$ cat src/rtl/uule_pkg.sv
// ----------------------------------------------------------------------------
// uuencode line encoder - package
// Shared types, character constants and the 6-bit symbol mapping.
// ----------------------------------------------------------------------------
`default_nettype none

package uule_pkg;

  // Width of the line byte counter; holds a full line of up to 63 bytes.
  localparam int CNT_W = 6;

  // Bytes per encoded group.
  localparam int GRP_BYTES = 3;

  // Fetch slot value that means the group prefetch is complete.
  localparam logic [1:0] FETCH_DONE = 2'd3;

  // Output characters.
  localparam logic [6:0] CHAR_NL   = 7'd10;
  localparam logic [6:0] CHAR_ZERO = 7'd96;
  localparam logic [6:0] CHAR_BASE = 7'd32;

  // Which character the datapath places in the output register.
  typedef enum logic [2:0] {
    SEL_LEN  = 3'd0,
    SEL_C0   = 3'd1,
    SEL_C1   = 3'd2,
    SEL_C2   = 3'd3,
    SEL_C3   = 3'd4,
    SEL_NL   = 3'd5,
    SEL_ZERO = 3'd6
  } sel_t;

  // Commands from the controller to the datapath.
  typedef struct packed {
    logic accept;  // an input request is taken this cycle
    logic load;    // load the output register
    sel_t sel;     // character to load
    logic last;    // last character caused by the current request
    logic copy;    // move the prefetched group into the working group
  } dp_cmd_t;

  // Status from the datapath to the controller.
  typedef struct packed {
    logic line_go;     // the offered request completes or flushes a line
    logic fetch_done;  // next group is fully prefetched
    logic out_free;    // output register can take a character
    logic last_group;  // working group is the last group of the line
  } dp_sts_t;

  // Map a 6-bit value to its character; zero is written as backquote.
  function automatic logic [6:0] enc6(input logic [5:0] v);
    logic [6:0] ch;
    if (v == 6'd0) begin
      ch = CHAR_ZERO;
    end else begin
      ch = CHAR_BASE + {1'b0, v};
    end
    return ch;
  endfunction

endpackage

`default_nettype wire

$ cat src/rtl/uule_datapath.sv
// ----------------------------------------------------------------------------
// uuencode line encoder - datapath
// Line memory, byte counter, group prefetch, character mapping and the
// output register.
// ----------------------------------------------------------------------------
`default_nettype none

module uule_datapath #(
  parameter int LINE_BYTES = 45
) (
  input  logic              clk,
  input  logic              rst_n,
  input  logic [7:0]        in_data,
  input  logic              in_has,
  input  logic              in_end,
  input  uule_pkg::dp_cmd_t cmd,
  output uule_pkg::dp_sts_t sts,
  output logic [6:0]        out_char,
  output logic              out_last,
  output logic              out_valid,
  input  logic              out_ready
);
  import uule_pkg::*;

  localparam int AW = (LINE_BYTES > 1) ? $clog2(LINE_BYTES) : 1;
  localparam logic [CNT_W-1:0] LINE_LEN = CNT_W'(LINE_BYTES);
  localparam logic [CNT_W-1:0] GRP_STEP = CNT_W'(GRP_BYTES);

  logic [7:0]       line_mem [0:LINE_BYTES-1];
  logic [CNT_W-1:0] line_count_r;
  logic [CNT_W-1:0] cnt_inc;
  logic [CNT_W-1:0] len_r;
  logic [CNT_W-1:0] rd_ptr_r;
  logic [CNT_W-1:0] grp_base_r;
  logic [CNT_W-1:0] next_base_r;
  logic [CNT_W:0]   grp_end;
  logic [1:0]       fslot_r;
  logic             fetch_en;
  logic             rd_hit;
  logic             line_go;
  logic             line_start;
  logic [7:0]       nxt_a_r, nxt_b_r, nxt_c_r;
  logic [7:0]       grp_a_r, grp_b_r, grp_c_r;
  logic [6:0]       char_sel;
  logic [6:0]       out_char_r;
  logic             out_last_r;
  logic             out_valid_r;

  // Byte count after the offered request and whether a line must go out.
  assign cnt_inc    = line_count_r + CNT_W'(in_has);
  assign line_go    = (in_has && (cnt_inc == LINE_LEN)) || (in_end && (cnt_inc != '0));
  assign line_start = cmd.accept && line_go;

  // Line byte counter.
  always_ff @(posedge clk) begin
    if (!rst_n) begin
      line_count_r <= '0;
    end else if (cmd.accept) begin
      line_count_r <= line_go ? '0 : cnt_inc;
    end
  end

  // Line memory write; the counter is always below the line length here.
  always_ff @(posedge clk) begin
    if (cmd.accept && in_has) begin
      line_mem[line_count_r[AW-1:0]] <= in_data;
    end
  end

  // Length of the line being emitted.
  always_ff @(posedge clk) begin
    if (line_start) begin
      len_r <= cnt_inc;
    end
  end

  // Group prefetch: three reads, one per cycle, bytes past the line read as zero.
  assign fetch_en = (fslot_r != FETCH_DONE);
  assign rd_hit   = (rd_ptr_r < len_r);

  always_ff @(posedge clk) begin
    if (!rst_n) begin
      fslot_r <= FETCH_DONE;
    end else if (line_start || cmd.copy) begin
      fslot_r <= 2'd0;
    end else if (fetch_en) begin
      fslot_r <= fslot_r + 2'd1;
    end
  end

  always_ff @(posedge clk) begin
    if (line_start) begin
      rd_ptr_r <= '0;
    end else if (fetch_en) begin
      rd_ptr_r <= rd_ptr_r + CNT_W'(1);
    end
  end

  always_ff @(posedge clk) begin
    if (fetch_en) begin
      nxt_a_r <= nxt_b_r;
      nxt_b_r <= nxt_c_r;
      if (rd_hit) begin
        nxt_c_r <= line_mem[rd_ptr_r[AW-1:0]];
      end else begin
        nxt_c_r <= 8'h00;
      end
    end
  end

  // Working group and its position within the line.
  always_ff @(posedge clk) begin
    if (line_start) begin
      next_base_r <= '0;
    end else if (cmd.copy) begin
      grp_a_r     <= nxt_a_r;
      grp_b_r     <= nxt_b_r;
      grp_c_r     <= nxt_c_r;
      grp_base_r  <= next_base_r;
      next_base_r <= next_base_r + GRP_STEP;
    end
  end

  assign grp_end = {1'b0, grp_base_r} + {1'b0, GRP_STEP};

  // Character selection.
  always_comb begin
    case (cmd.sel)
      SEL_LEN:  char_sel = enc6(len_r);
      SEL_C0:   char_sel = enc6(grp_a_r[7:2]);
      SEL_C1:   char_sel = enc6({grp_a_r[1:0], grp_b_r[7:4]});
      SEL_C2:   char_sel = enc6({grp_b_r[3:0], grp_c_r[7:6]});
      SEL_C3:   char_sel = enc6(grp_c_r[5:0]);
      SEL_NL:   char_sel = CHAR_NL;
      SEL_ZERO: char_sel = CHAR_ZERO;
      default:  char_sel = CHAR_NL;
    endcase
  end

  // Output register.
  always_ff @(posedge clk) begin
    if (!rst_n) begin
      out_valid_r <= 1'b0;
    end else if (cmd.load) begin
      out_valid_r <= 1'b1;
    end else if (out_ready) begin
      out_valid_r <= 1'b0;
    end
  end

  always_ff @(posedge clk) begin
    if (cmd.load) begin
      out_char_r <= char_sel;
      out_last_r <= cmd.last;
    end
  end

  assign out_char  = out_char_r;
  assign out_last  = out_last_r;
  assign out_valid = out_valid_r;

  // Status toward the controller.
  assign sts.line_go    = line_go;
  assign sts.fetch_done = !fetch_en;
  assign sts.out_free   = !out_valid_r || out_ready;
  assign sts.last_group = (grp_end >= {1'b0, len_r});

endmodule

`default_nettype wire

$ cat src/rtl/uule_ctrl.sv
// ----------------------------------------------------------------------------
// uuencode line encoder - controller
// Sequences the length character, the group characters, the newline and the
// terminating line.
// ----------------------------------------------------------------------------
`default_nettype none

module uule_ctrl (
  input  logic              clk,
  input  logic              rst_n,
  input  logic              in_valid,
  input  logic              in_last,
  output logic              in_ready,
  input  uule_pkg::dp_sts_t sts,
  output uule_pkg::dp_cmd_t cmd
);
  import uule_pkg::*;

  typedef enum logic [5:0] {
    S_IDLE    = 6'b000001,
    S_FILL    = 6'b000010,
    S_BODY    = 6'b000100,
    S_NL      = 6'b001000,
    S_TERM_Q  = 6'b010000,
    S_TERM_NL = 6'b100000
  } state_t;

  state_t     state_r, state_nxt;
  logic [1:0] ph_r, ph_nxt;
  logic       fin_r, fin_nxt;

  // State registers.
  always_ff @(posedge clk) begin
    if (!rst_n) begin
      state_r <= S_IDLE;
      ph_r    <= 2'd0;
      fin_r   <= 1'b0;
    end else begin
      state_r <= state_nxt;
      ph_r    <= ph_nxt;
      fin_r   <= fin_nxt;
    end
  end

  assign in_ready = (state_r == S_IDLE);

  // Next state and datapath commands.
  always_comb begin
    state_nxt  = state_r;
    ph_nxt     = ph_r;
    fin_nxt    = fin_r;
    cmd.accept = 1'b0;
    cmd.load   = 1'b0;
    cmd.sel    = SEL_NL;
    cmd.last   = 1'b0;
    cmd.copy   = 1'b0;
    case (state_r)
      S_IDLE: begin
        if (in_valid) begin
          cmd.accept = 1'b1;
          fin_nxt    = in_last;
          if (sts.line_go) begin
            state_nxt = S_FILL;
          end else if (in_last) begin
            state_nxt = S_TERM_Q;
          end
        end
      end
      S_FILL: begin
        // Length character goes out once the first group is in.
        if (sts.fetch_done && sts.out_free) begin
          cmd.load  = 1'b1;
          cmd.sel   = SEL_LEN;
          cmd.copy  = 1'b1;
          ph_nxt    = 2'd0;
          state_nxt = S_BODY;
        end
      end
      S_BODY: begin
        if (sts.out_free) begin
          case (ph_r)
            2'd0: begin
              cmd.load = 1'b1;
              cmd.sel  = SEL_C0;
              ph_nxt   = 2'd1;
            end
            2'd1: begin
              cmd.load = 1'b1;
              cmd.sel  = SEL_C1;
              ph_nxt   = 2'd2;
            end
            2'd2: begin
              cmd.load = 1'b1;
              cmd.sel  = SEL_C2;
              ph_nxt   = 2'd3;
            end
            default: begin
              // Fourth character closes the group; advance to the next one, or to the newline after the last group.
              if (sts.last_group) begin
                cmd.load  = 1'b1;
                cmd.sel   = SEL_C3;
                ph_nxt    = 2'd0;
                state_nxt = S_NL;
              end else if (sts.fetch_done) begin
                cmd.load = 1'b1;
                cmd.sel  = SEL_C3;
                cmd.copy = 1'b1;
                ph_nxt   = 2'd0;
              end
            end
          endcase
        end
      end
      S_NL: begin
        if (sts.out_free) begin
          cmd.load  = 1'b1;
          cmd.sel   = SEL_NL;
          cmd.last  = !fin_r;
          state_nxt = fin_r ? S_TERM_Q : S_IDLE;
        end
      end
      S_TERM_Q: begin
        if (sts.out_free) begin
          cmd.load  = 1'b1;
          cmd.sel   = SEL_ZERO;
          state_nxt = S_TERM_NL;
        end
      end
      S_TERM_NL: begin
        if (sts.out_free) begin
          cmd.load  = 1'b1;
          cmd.sel   = SEL_NL;
          cmd.last  = 1'b1;
          state_nxt = S_IDLE;
        end
      end
      default: begin
        state_nxt = S_IDLE;
      end
    endcase
  end

endmodule

`default_nettype wire

$ cat src/rtl/uuencode_line_encoder_unit.sv
// ----------------------------------------------------------------------------
// uuencode line encoder - top level
// Collects input bytes into lines and streams out uuencoded text lines.
// ----------------------------------------------------------------------------
// Input channel: one request per byte (in_tuser = 1 says in_tdata holds a byte);
// in_tlast marks end of input, flushing a partial line and adding the
// terminating line (backquote, newline). A request with no byte and no end
// produces nothing. Output channel: one request per character, out_tlast on
// the final character caused by an input request.
// Bytes that do not complete a line are taken while in_tready stays high. A
// request that completes or flushes a line of n bytes gives its first
// character once the first group is fetched from the single read port of the
// line memory, then one character per cycle while the receiver takes them:
// 1 + 4*ceil(n/3) + 1 characters, plus 2 for the terminator. in_tready is low
// while a line or terminator is being sent. When the receiver stalls, output
// holds and the sequence pauses. Reset empties the line and drops any pending
// output.
// ----------------------------------------------------------------------------
`default_nettype none

module uuencode_line_encoder_unit #(
  parameter int LINE_BYTES = 45
) (
  input  logic       clk,
  input  logic       rst_n,
  // Input channel
  input  logic       in_tvalid,
  output logic       in_tready,
  input  logic [7:0] in_tdata,   // [7:0] data_byte
  input  logic       in_tuser,   // [0] has_byte
  input  logic       in_tlast,   // end_of_input
  // Output channel
  output logic       out_tvalid,
  input  logic       out_tready,
  output logic [7:0] out_tdata,  // [6:0] out_char, [7] zero
  output logic       out_tlast   // last_of_run
);
  import uule_pkg::*;

  dp_cmd_t    cmd;
  dp_sts_t    sts;
  logic [6:0] out_char;

  // Controller.
  uule_ctrl u_ctrl (
    .clk      (clk),
    .rst_n    (rst_n),
    .in_valid (in_tvalid),
    .in_last  (in_tlast),
    .in_ready (in_tready),
    .sts      (sts),
    .cmd      (cmd)
  );

  // Datapath.
  uule_datapath #(
    .LINE_BYTES (LINE_BYTES)
  ) u_datapath (
    .clk       (clk),
    .rst_n     (rst_n),
    .in_data   (in_tdata),
    .in_has    (in_tuser),
    .in_end    (in_tlast),
    .cmd       (cmd),
    .sts       (sts),
    .out_char  (out_char),
    .out_last  (out_tlast),
    .out_valid (out_tvalid),
    .out_ready (out_tready)
  );

  assign out_tdata = {1'b0, out_char};

endmodule

`default_nettype wire

$ cat config.mk
export PLATFORM = sky130hd
export DESIGN_NAME = uuencode_line_encoder_unit
export DESIGN_NICKNAME = d
export VERILOG_FILES = /design/src/rtl/uule_pkg.sv /design/src/rtl/uule_datapath.sv /design/src/rtl/uule_ctrl.sv /design/src/rtl/uuencode_line_encoder_unit.sv
export SDC_FILE = /design/constraint.sdc
export NUM_CORES = 1
export LEC_CHECK = 0
export BUFFER_PORTS_ARGS = -buffer_cell sky130_fd_sc_hd__buf_2
export CELL_PAD_IN_SITES_DETAIL_PLACEMENT = 0
export CELL_PAD_IN_SITES_GLOBAL_PLACEMENT = 1
export CORE_MARGIN = 2
export CORE_UTILIZATION = 45
export DETAILED_ROUTE_END_ITERATION = 8
export PLACE_DENSITY_LB_ADDON = 0.05
export SYNTH_ARGS = -nofsm -noshare
export SYNTH_HDL_FRONTEND = slang
export SYNTH_SLANG_ARGS = --single-unit
$ cat constraint.sdc
create_clock -name clk -period 5.5 [get_ports clk]
set_input_delay 0.275 -clock clk [delete_from_list [all_inputs] [get_ports clk]]
set_output_delay 0.275 -clock clk [all_outputs]
set_load 0.03 [all_outputs]
---- Word-level counts from Yosys, hierarchy flattened ----
Memory sizes are Yosys's and may differ from the RTL's. A register that Yosys moved wholly into a read port is not among the register bits.
Cells that the tools add are included.
W data, S select, Z words.
word-level totals
  bits in registers ....................... 90
  memory bits (writable) .................. 360
  output and inout port bits .............. 11
  word-level logic and storage cells ...... 133
  memories kept ........................... 1
cells by class
  add/sub/neg operators ................... 10
  magnitude comparators ................... 2
  eq/ne operators ......................... 25
  multiplexer cells ....................... 49
  bitwise gates (word level) .............. 1
  reduce and logical (&&, ||, !) cells .... 28
memories
  memory               words  width  rd ports  clocked after Yosys merged registers in  wr ports  RTL line             RTL
  u_datapath.line_mem  45     8      1         1                                        1         uule_datapath.sv:29  logic [7:0] line_mem [0:LINE_BYTES-1];
operators with widths
  operator               count
  $mux W6                11
  $pmux W7 S6            1
  $pmux W6 S6            1
  $add A6 B6 Y7 const A  5
  $mux W7                5
  $logic_not A6 Y1       5
  $mux W4                5
  $pmux W4 S5            1
  $mux W5                3
  $eq A6 B6 Y1 const B   2
  $mux W2                6
  $pmux W4 S3            1
  $mux W1                11
  $ne A2 B1 Y1 const B   5
  $reduce_and A9 Y1      1
  $ne A2 B2 Y1 const B   4
  $add A6 B2 Y7 const B  1
  $ge A7 B6 Y1           1
  $add A6 B1 Y6          1
  $add A6 B1 Y6 const B  1
  $add A6 B2 Y6 const B  1
  $eq A3 B2 Y1 const B   2
  $eq A3 B3 Y1 const B   2
  $eq A6 B1 Y1 const B   1
  25 further kinds       38

---- Longest topological paths before layout ----
  depth in word-level cells ............... 8
  gate-level depth with buffers ........... 12
  depth with buffers taken out ............ 11

---- Hierarchy ----
Synthesis repeated with hierarchy kept, for this count alone.
second synthesis, totals
  cells, all modules ...................... 1054
  area total of the unflattened synthesis .. 18926.9 um^2
modules (own cells, without submodules)
  module                      times used  cells an instance  area each (um^2)  seq. area each (um^2)
  uule_datapath               1           942                18047.3           13272.7
  uule_ctrl                   1           110                868.3             180.2
  uuencode_line_encoder_unit  1           2                  11.3              0.0

---- Worst setup path before layout ----
OpenSTA, ideal clock, no wires.
  path type ............................... register -> register
  start ................................... register u_datapath.grp_base_r[0]
  end ..................................... register u_datapath.fslot_r[0]
  arrival time ............................ 4.092 ns
  required time ........................... 5.365 ns
  setup slack ............................. 1.274 ns
  stages on the path, launching flop included .. 12
  path buffers ............................ 0
  cell sequence ........................... edfxtp_1 > inv_1 > ha_1 > and3b_1 > xor2_1 > ha_1 > a21o_1 > a221oi_1 > o2111ai_1 > a21oi_1 > or2_2 > o21ai_0
on the way
  word-level cells in the longest chain between the ends .. 8
  elaborated cells between the ends (all ways) .. 9
  classes of those cells .................. add/sub: 1; order compare: 1; mux: 5; reduce/logical: 2
ends and longest elaborated chain
  item                                                  RTL line              RTL
  start: declaration                                    uule_datapath.sv:34   logic [CNT_W-1:0] grp_base_r;
  start signal: assignment                              uule_datapath.sv:119  grp_base_r <= next_base_r;
  $add A6 B2 Y7 *                                       uule_datapath.sv:124  assign grp_end = {1'b0, grp_base_r} + {1'b0, GRP_STEP};
  $ge A7 B6 Y1 *                                        uule_datapath.sv:166  assign sts.last_group = (grp_end >= {1'b0, len_r});
  $mux W1 *                                             uule_ctrl.sv:99       if (sts.last_group) begin
  $mux W1 *                                             uule_ctrl.sv:81       case (ph_r)
  $mux W1 *                                             uule_ctrl.sv:80       if (sts.out_free) begin
  $pmux W1 S2 *                                         uule_ctrl.sv:57       case (state_r)
  $logic_or A1 B1 Y1 *                                  uule_datapath.sv:84   end else if (line_start || cmd.copy) begin
  $mux W2 / $reduce_bool A2 Y1 (equally long branches)  --
  end signal: assignment                                uule_datapath.sv:87   fslot_r <= fslot_r + 2'd1;
  end: declaration                                      uule_datapath.sv:37   logic [1:0] fslot_r;
Mark *: on every way between the ends. The rest lies on a longest branch, timed or not.
A chain may end at the register's enable or synchronous reset.

---- Worst setup path after layout ----
  start ................................... register u_datapath.grp_base_r[0]
  end ..................................... register u_datapath.fslot_r[1]
The elaborated chain is that of the path after synthesis.

==> flow_summary.toml <==
[clock_network]
post_cts_resized = 0
post_cts_buffers = 0
clockBufferDepth = 3
numCtsBuffers = 49
clk_transition_reported_paths_ns = 0.06
htreeDepth = 2
cts_root_buf = "clkbuf_16"
cts_tree = "done"
clock-sinks = 458
insertion_delay_ns = 0.58

[yosys]
seq_area_frac_synth = 0.7223
syn-num-nets = 1040
ys.flop_type = "edfxtp_1"
synth_cell_types = 67
ys_ff_latch = 458
synth_top_area_frac = 0.6901
yosysTopAreaCell = "edfxtp_1"
synth_edf_count = 428
syn_inst = 1005
synth.area.top_cells = "edfxtp_1 (69%), mux4_2 (14%), dfxtp_1 (3.2%)"
syn_area_mm2 = 0.01862
ys.warnings.count = 0
postSynth.asyncResetShare = 0
syn_avg_cell_area_um2 = 18.53

[final_layout]
drive_above_1_share = 0.2106
areaGrowthSynthToFinish_pct = 11.77
layout.nets = 1079
diodes = 0
post-route-util = 0.5098

[timing]
worstMarginPinSlew_ns = 1.078
timing.hold.ws_ns = 0.1921
finalCriticalPeriod_ns = 3.656
clock-skew-final_ns = 0.01348
setup_violations = 0
post-route-period-util = 0.6648
maxSlewHeadroom = 0.2782
max_clock_freq_ghz = 0.2735
drv_slew = 0
rsz0062_at_grt = "no"
fin_ws_ns = 1.844
finalSetupTns_ns = 0
final_hold_viol_count = 0

[worst_setup_path]
critPathSlowestCell = "a21oi_4"
cp.required_ns = 5.95
cp_max_fo = 33
ff2ff_path_depth = 11
criticalPathCategory = "flop to flop"
startpoint_type = "flop"
reg2reg_to = "u_datapath.fslot_r[1]"
cp_cell_sequence = "inv_1 -> ha_1 -> and3b_1 -> xor2_1 -> ha_1 -> a21o_1 -> a221oi_1 -> o2111ai_1 -> a21oi_4 -> or2_2 -> o21ai_0"
cp_common_cell = "ha_1"
arrival_ns = 4.11
max_stage_delay_ns = 0.89
reg2reg_from = "u_datapath.grp_base_r[0]"
crit_path_end_kind = "flop"
rrSetupSlack_ns = 1.84

[min_path]
min-delay-start = "in_tuser"
whs_path_depth = 2
hp-class = "primary input to flop"
min_to = "u_datapath.len_r[0]"

[floorplanning]
dieArea_mm2 = 0.04303
die_width_um = 207.4
fp-row-count = 74
core_mm2 = 0.04083
start_util = 0.4561
die_h_um = 207.4
ios = 25

[global_route]
grt_pass1_wl_um = 62070
gr-total-overflow = 0
antenna_found_initial = 0
grt_pass1_vias = 9427
groute.usage.overall = 0.1941
grt_max_degree = 66

[routing]
num_vias = 9191
first_pass_iters = 5
wirelength_um = 41120
wl_per_cell_um = 25.54
ant_nets = 0
drcViolationCount = 0
viasPerCell = 5.709
drtIter0Drc = 612

[placed_design]
dp_hpwl_um = 25660
gp_congestion = 0.7747
place_ws_ns = 1.816
port_buffers = 23

[power_and_ir_drop]
ir_drop_v = 0.0002912
powerDensity_mw_per_mm2 = 469.5
p_leak_nw = 6.630

[run]
maxCapViolCount = 0

[run_status]
status = "finished clean"
==> critical path, delay by kind of cell (launching register included) <==
| kind | cells | cell delay, ns |
|---|---|---|
| flops | 1 | 0.39 |
| fa+ha+maj | 2 | 0.48 |
| compound gates | 5 | 1.91 |
| simple gates | 2 | 0.52 |
| xor+xnor | 1 | 0.15 |
| buf+inv | 1 | 0.06 |
==> layer usage <==
metal,global-route usage,wire [um],part of all wire
met1,0.2751,18510,0.45
met2,0.3139,20230,0.49
met3,0.03843,1762,0.043
met4,0.04360,613,0.015
met5,0,0,0
==> state kept, by name, indices dropped and copies added, names as in the netlist, 7 cells and up <==
register,flops
u_datapath.grp_a_r,8
u_datapath.grp_b_r,8
u_datapath.grp_c_r,8
u_datapath.line_mem,360
u_datapath.nxt_a_r,8
u_datapath.nxt_b_r,8
u_datapath.nxt_c_r,8
u_datapath.out_char,7
==> cell usage in the layout (no fill, tap or decap), types with 5 or more instances in the layout <==
cell / instances
edfxtp_1: 428
mux4_2: 112
nor2_1: 75
clkbuf_16: 51
nand2_1: 34
inv_1: 30
dfxtp_1: 27
buf_2: 23
a21oi_1: 22
mux2i_1: 21
ha_1: 21
o21ai_0: 15
clkbuf_1: 15
nand3_1: 14
xnor2_1: 14
nor3_1: 10
clkinv_1: 10
buf_4: 10
nand2b_1: 8
o22ai_1: 8
nor2b_1: 7
xor2_1: 7
nor4_1: 6
a21o_1: 5
mux2_2: 5
nand3b_1: 5
or2_2: 5
==> cell type report <==
type                            instances  area (um2)
Clock inverter                         19       145.1
Timing Repair Buffer                   36       230.2
Tap cell                              532       665.6
Fill cell                            3305       20020
Multi-Input combinational cell        469        4868
Inverter                               30       112.6
Sequential cell                       458       13460
Clock buffer                           66        1333
==> cells by family (layout without fill, tap and decap cells) <==
family | count (synthesis) | after routing | share of synthesized area
other | 1 | 1 | 0.0002014
buffers and inverters | 78 | 151 | 0.01740
AO/OA/AOI/OAI | 96 | 96 | 0.03514
multiplexers | 138 | 138 | 0.1497
flip-flops | 458 | 458 | 0.7223
AND/OR/NAND/NOR | 192 | 192 | 0.05119
adder cells (fa/ha/maj) | 21 | 21 | 0.01411
XOR/XNOR | 21 | 21 | 0.009876
==> power by group <==
| group | internal, mW | total, mW | switching [mW] |
|---|---|---|---|
| logic | 1.11 | 2.21 | 1.10 |
| registers | 4.12 | 4.49 | 0.368 |
| clock network | 1.78 | 3.08 | 1.30 |
| total | 7.01 | 9.77 | 2.77 |
==> synthesized netlist by cell type (4+ instances only) <==
cell type  instances
edfxtp_1         428
mux4_2           112
nor2_1            75
nand2_1           34
dfxtp_1           30
inv_1             30
clkbuf_1          25
a21oi_1           24
ha_1              21
mux2i_1           21
buf_2             15
o21ai_0           15
nand3_1           14
xnor2_1           14
nor3_1            10
nand2b_1           8
o22ai_1            8
nor2b_1            7
xor2_1             7
nor4_1             6
a21o_1             5
buf_1              5
mux2_2             5
nand3b_1           5
or2_2              5
a211o_1            4
and3_1             4
nand4_1            4
o211ai_1           4
or4_1              4
==> worst max path at each step <==
stage	cells past startpoint	slack [ns]	endpoint	from
4_1_cts	11	1.80	u_datapath.fslot_r[1]	u_datapath.grp_base_r[0]
5_1_grt	11	1.49	u_datapath.fslot_r[0]	u_datapath.grp_base_r[0]
3_5_place_dp	11	1.82	u_datapath.fslot_r[1]	u_datapath.grp_base_r[0]
3_3_place_gp	11	1.90	u_datapath.fslot_r[1]	u_datapath.grp_base_r[0]
2_1_floorplan	11	1.27	u_datapath.fslot_r[0]	u_datapath.grp_base_r[0]
6_report	11	1.84	u_datapath.fslot_r[1]	u_datapath.grp_base_r[0]
==> per-stage QoR <==
stage | cell area, um2 | cells | total power [mW]
6_report | 20820 | 1610 | 9.774
5_1_grt | 20820 | 1610 | 10.22
4_1_cts | 20820 | 1610 | 9.919
3_5_place_dp | 19320 | 1523 | 6.822
3_3_place_gp | 19320 | 1523 | 6.819
2_1_floorplan | 18620 | 1005 | 6.026
==> what timing repair did <==
item,in CTS,in global routing
endpoints found under the hold margin,3,0
hold buffers,2,0
endpoints found under the setup margin,0,0
(Power assumes the default switching activity.)
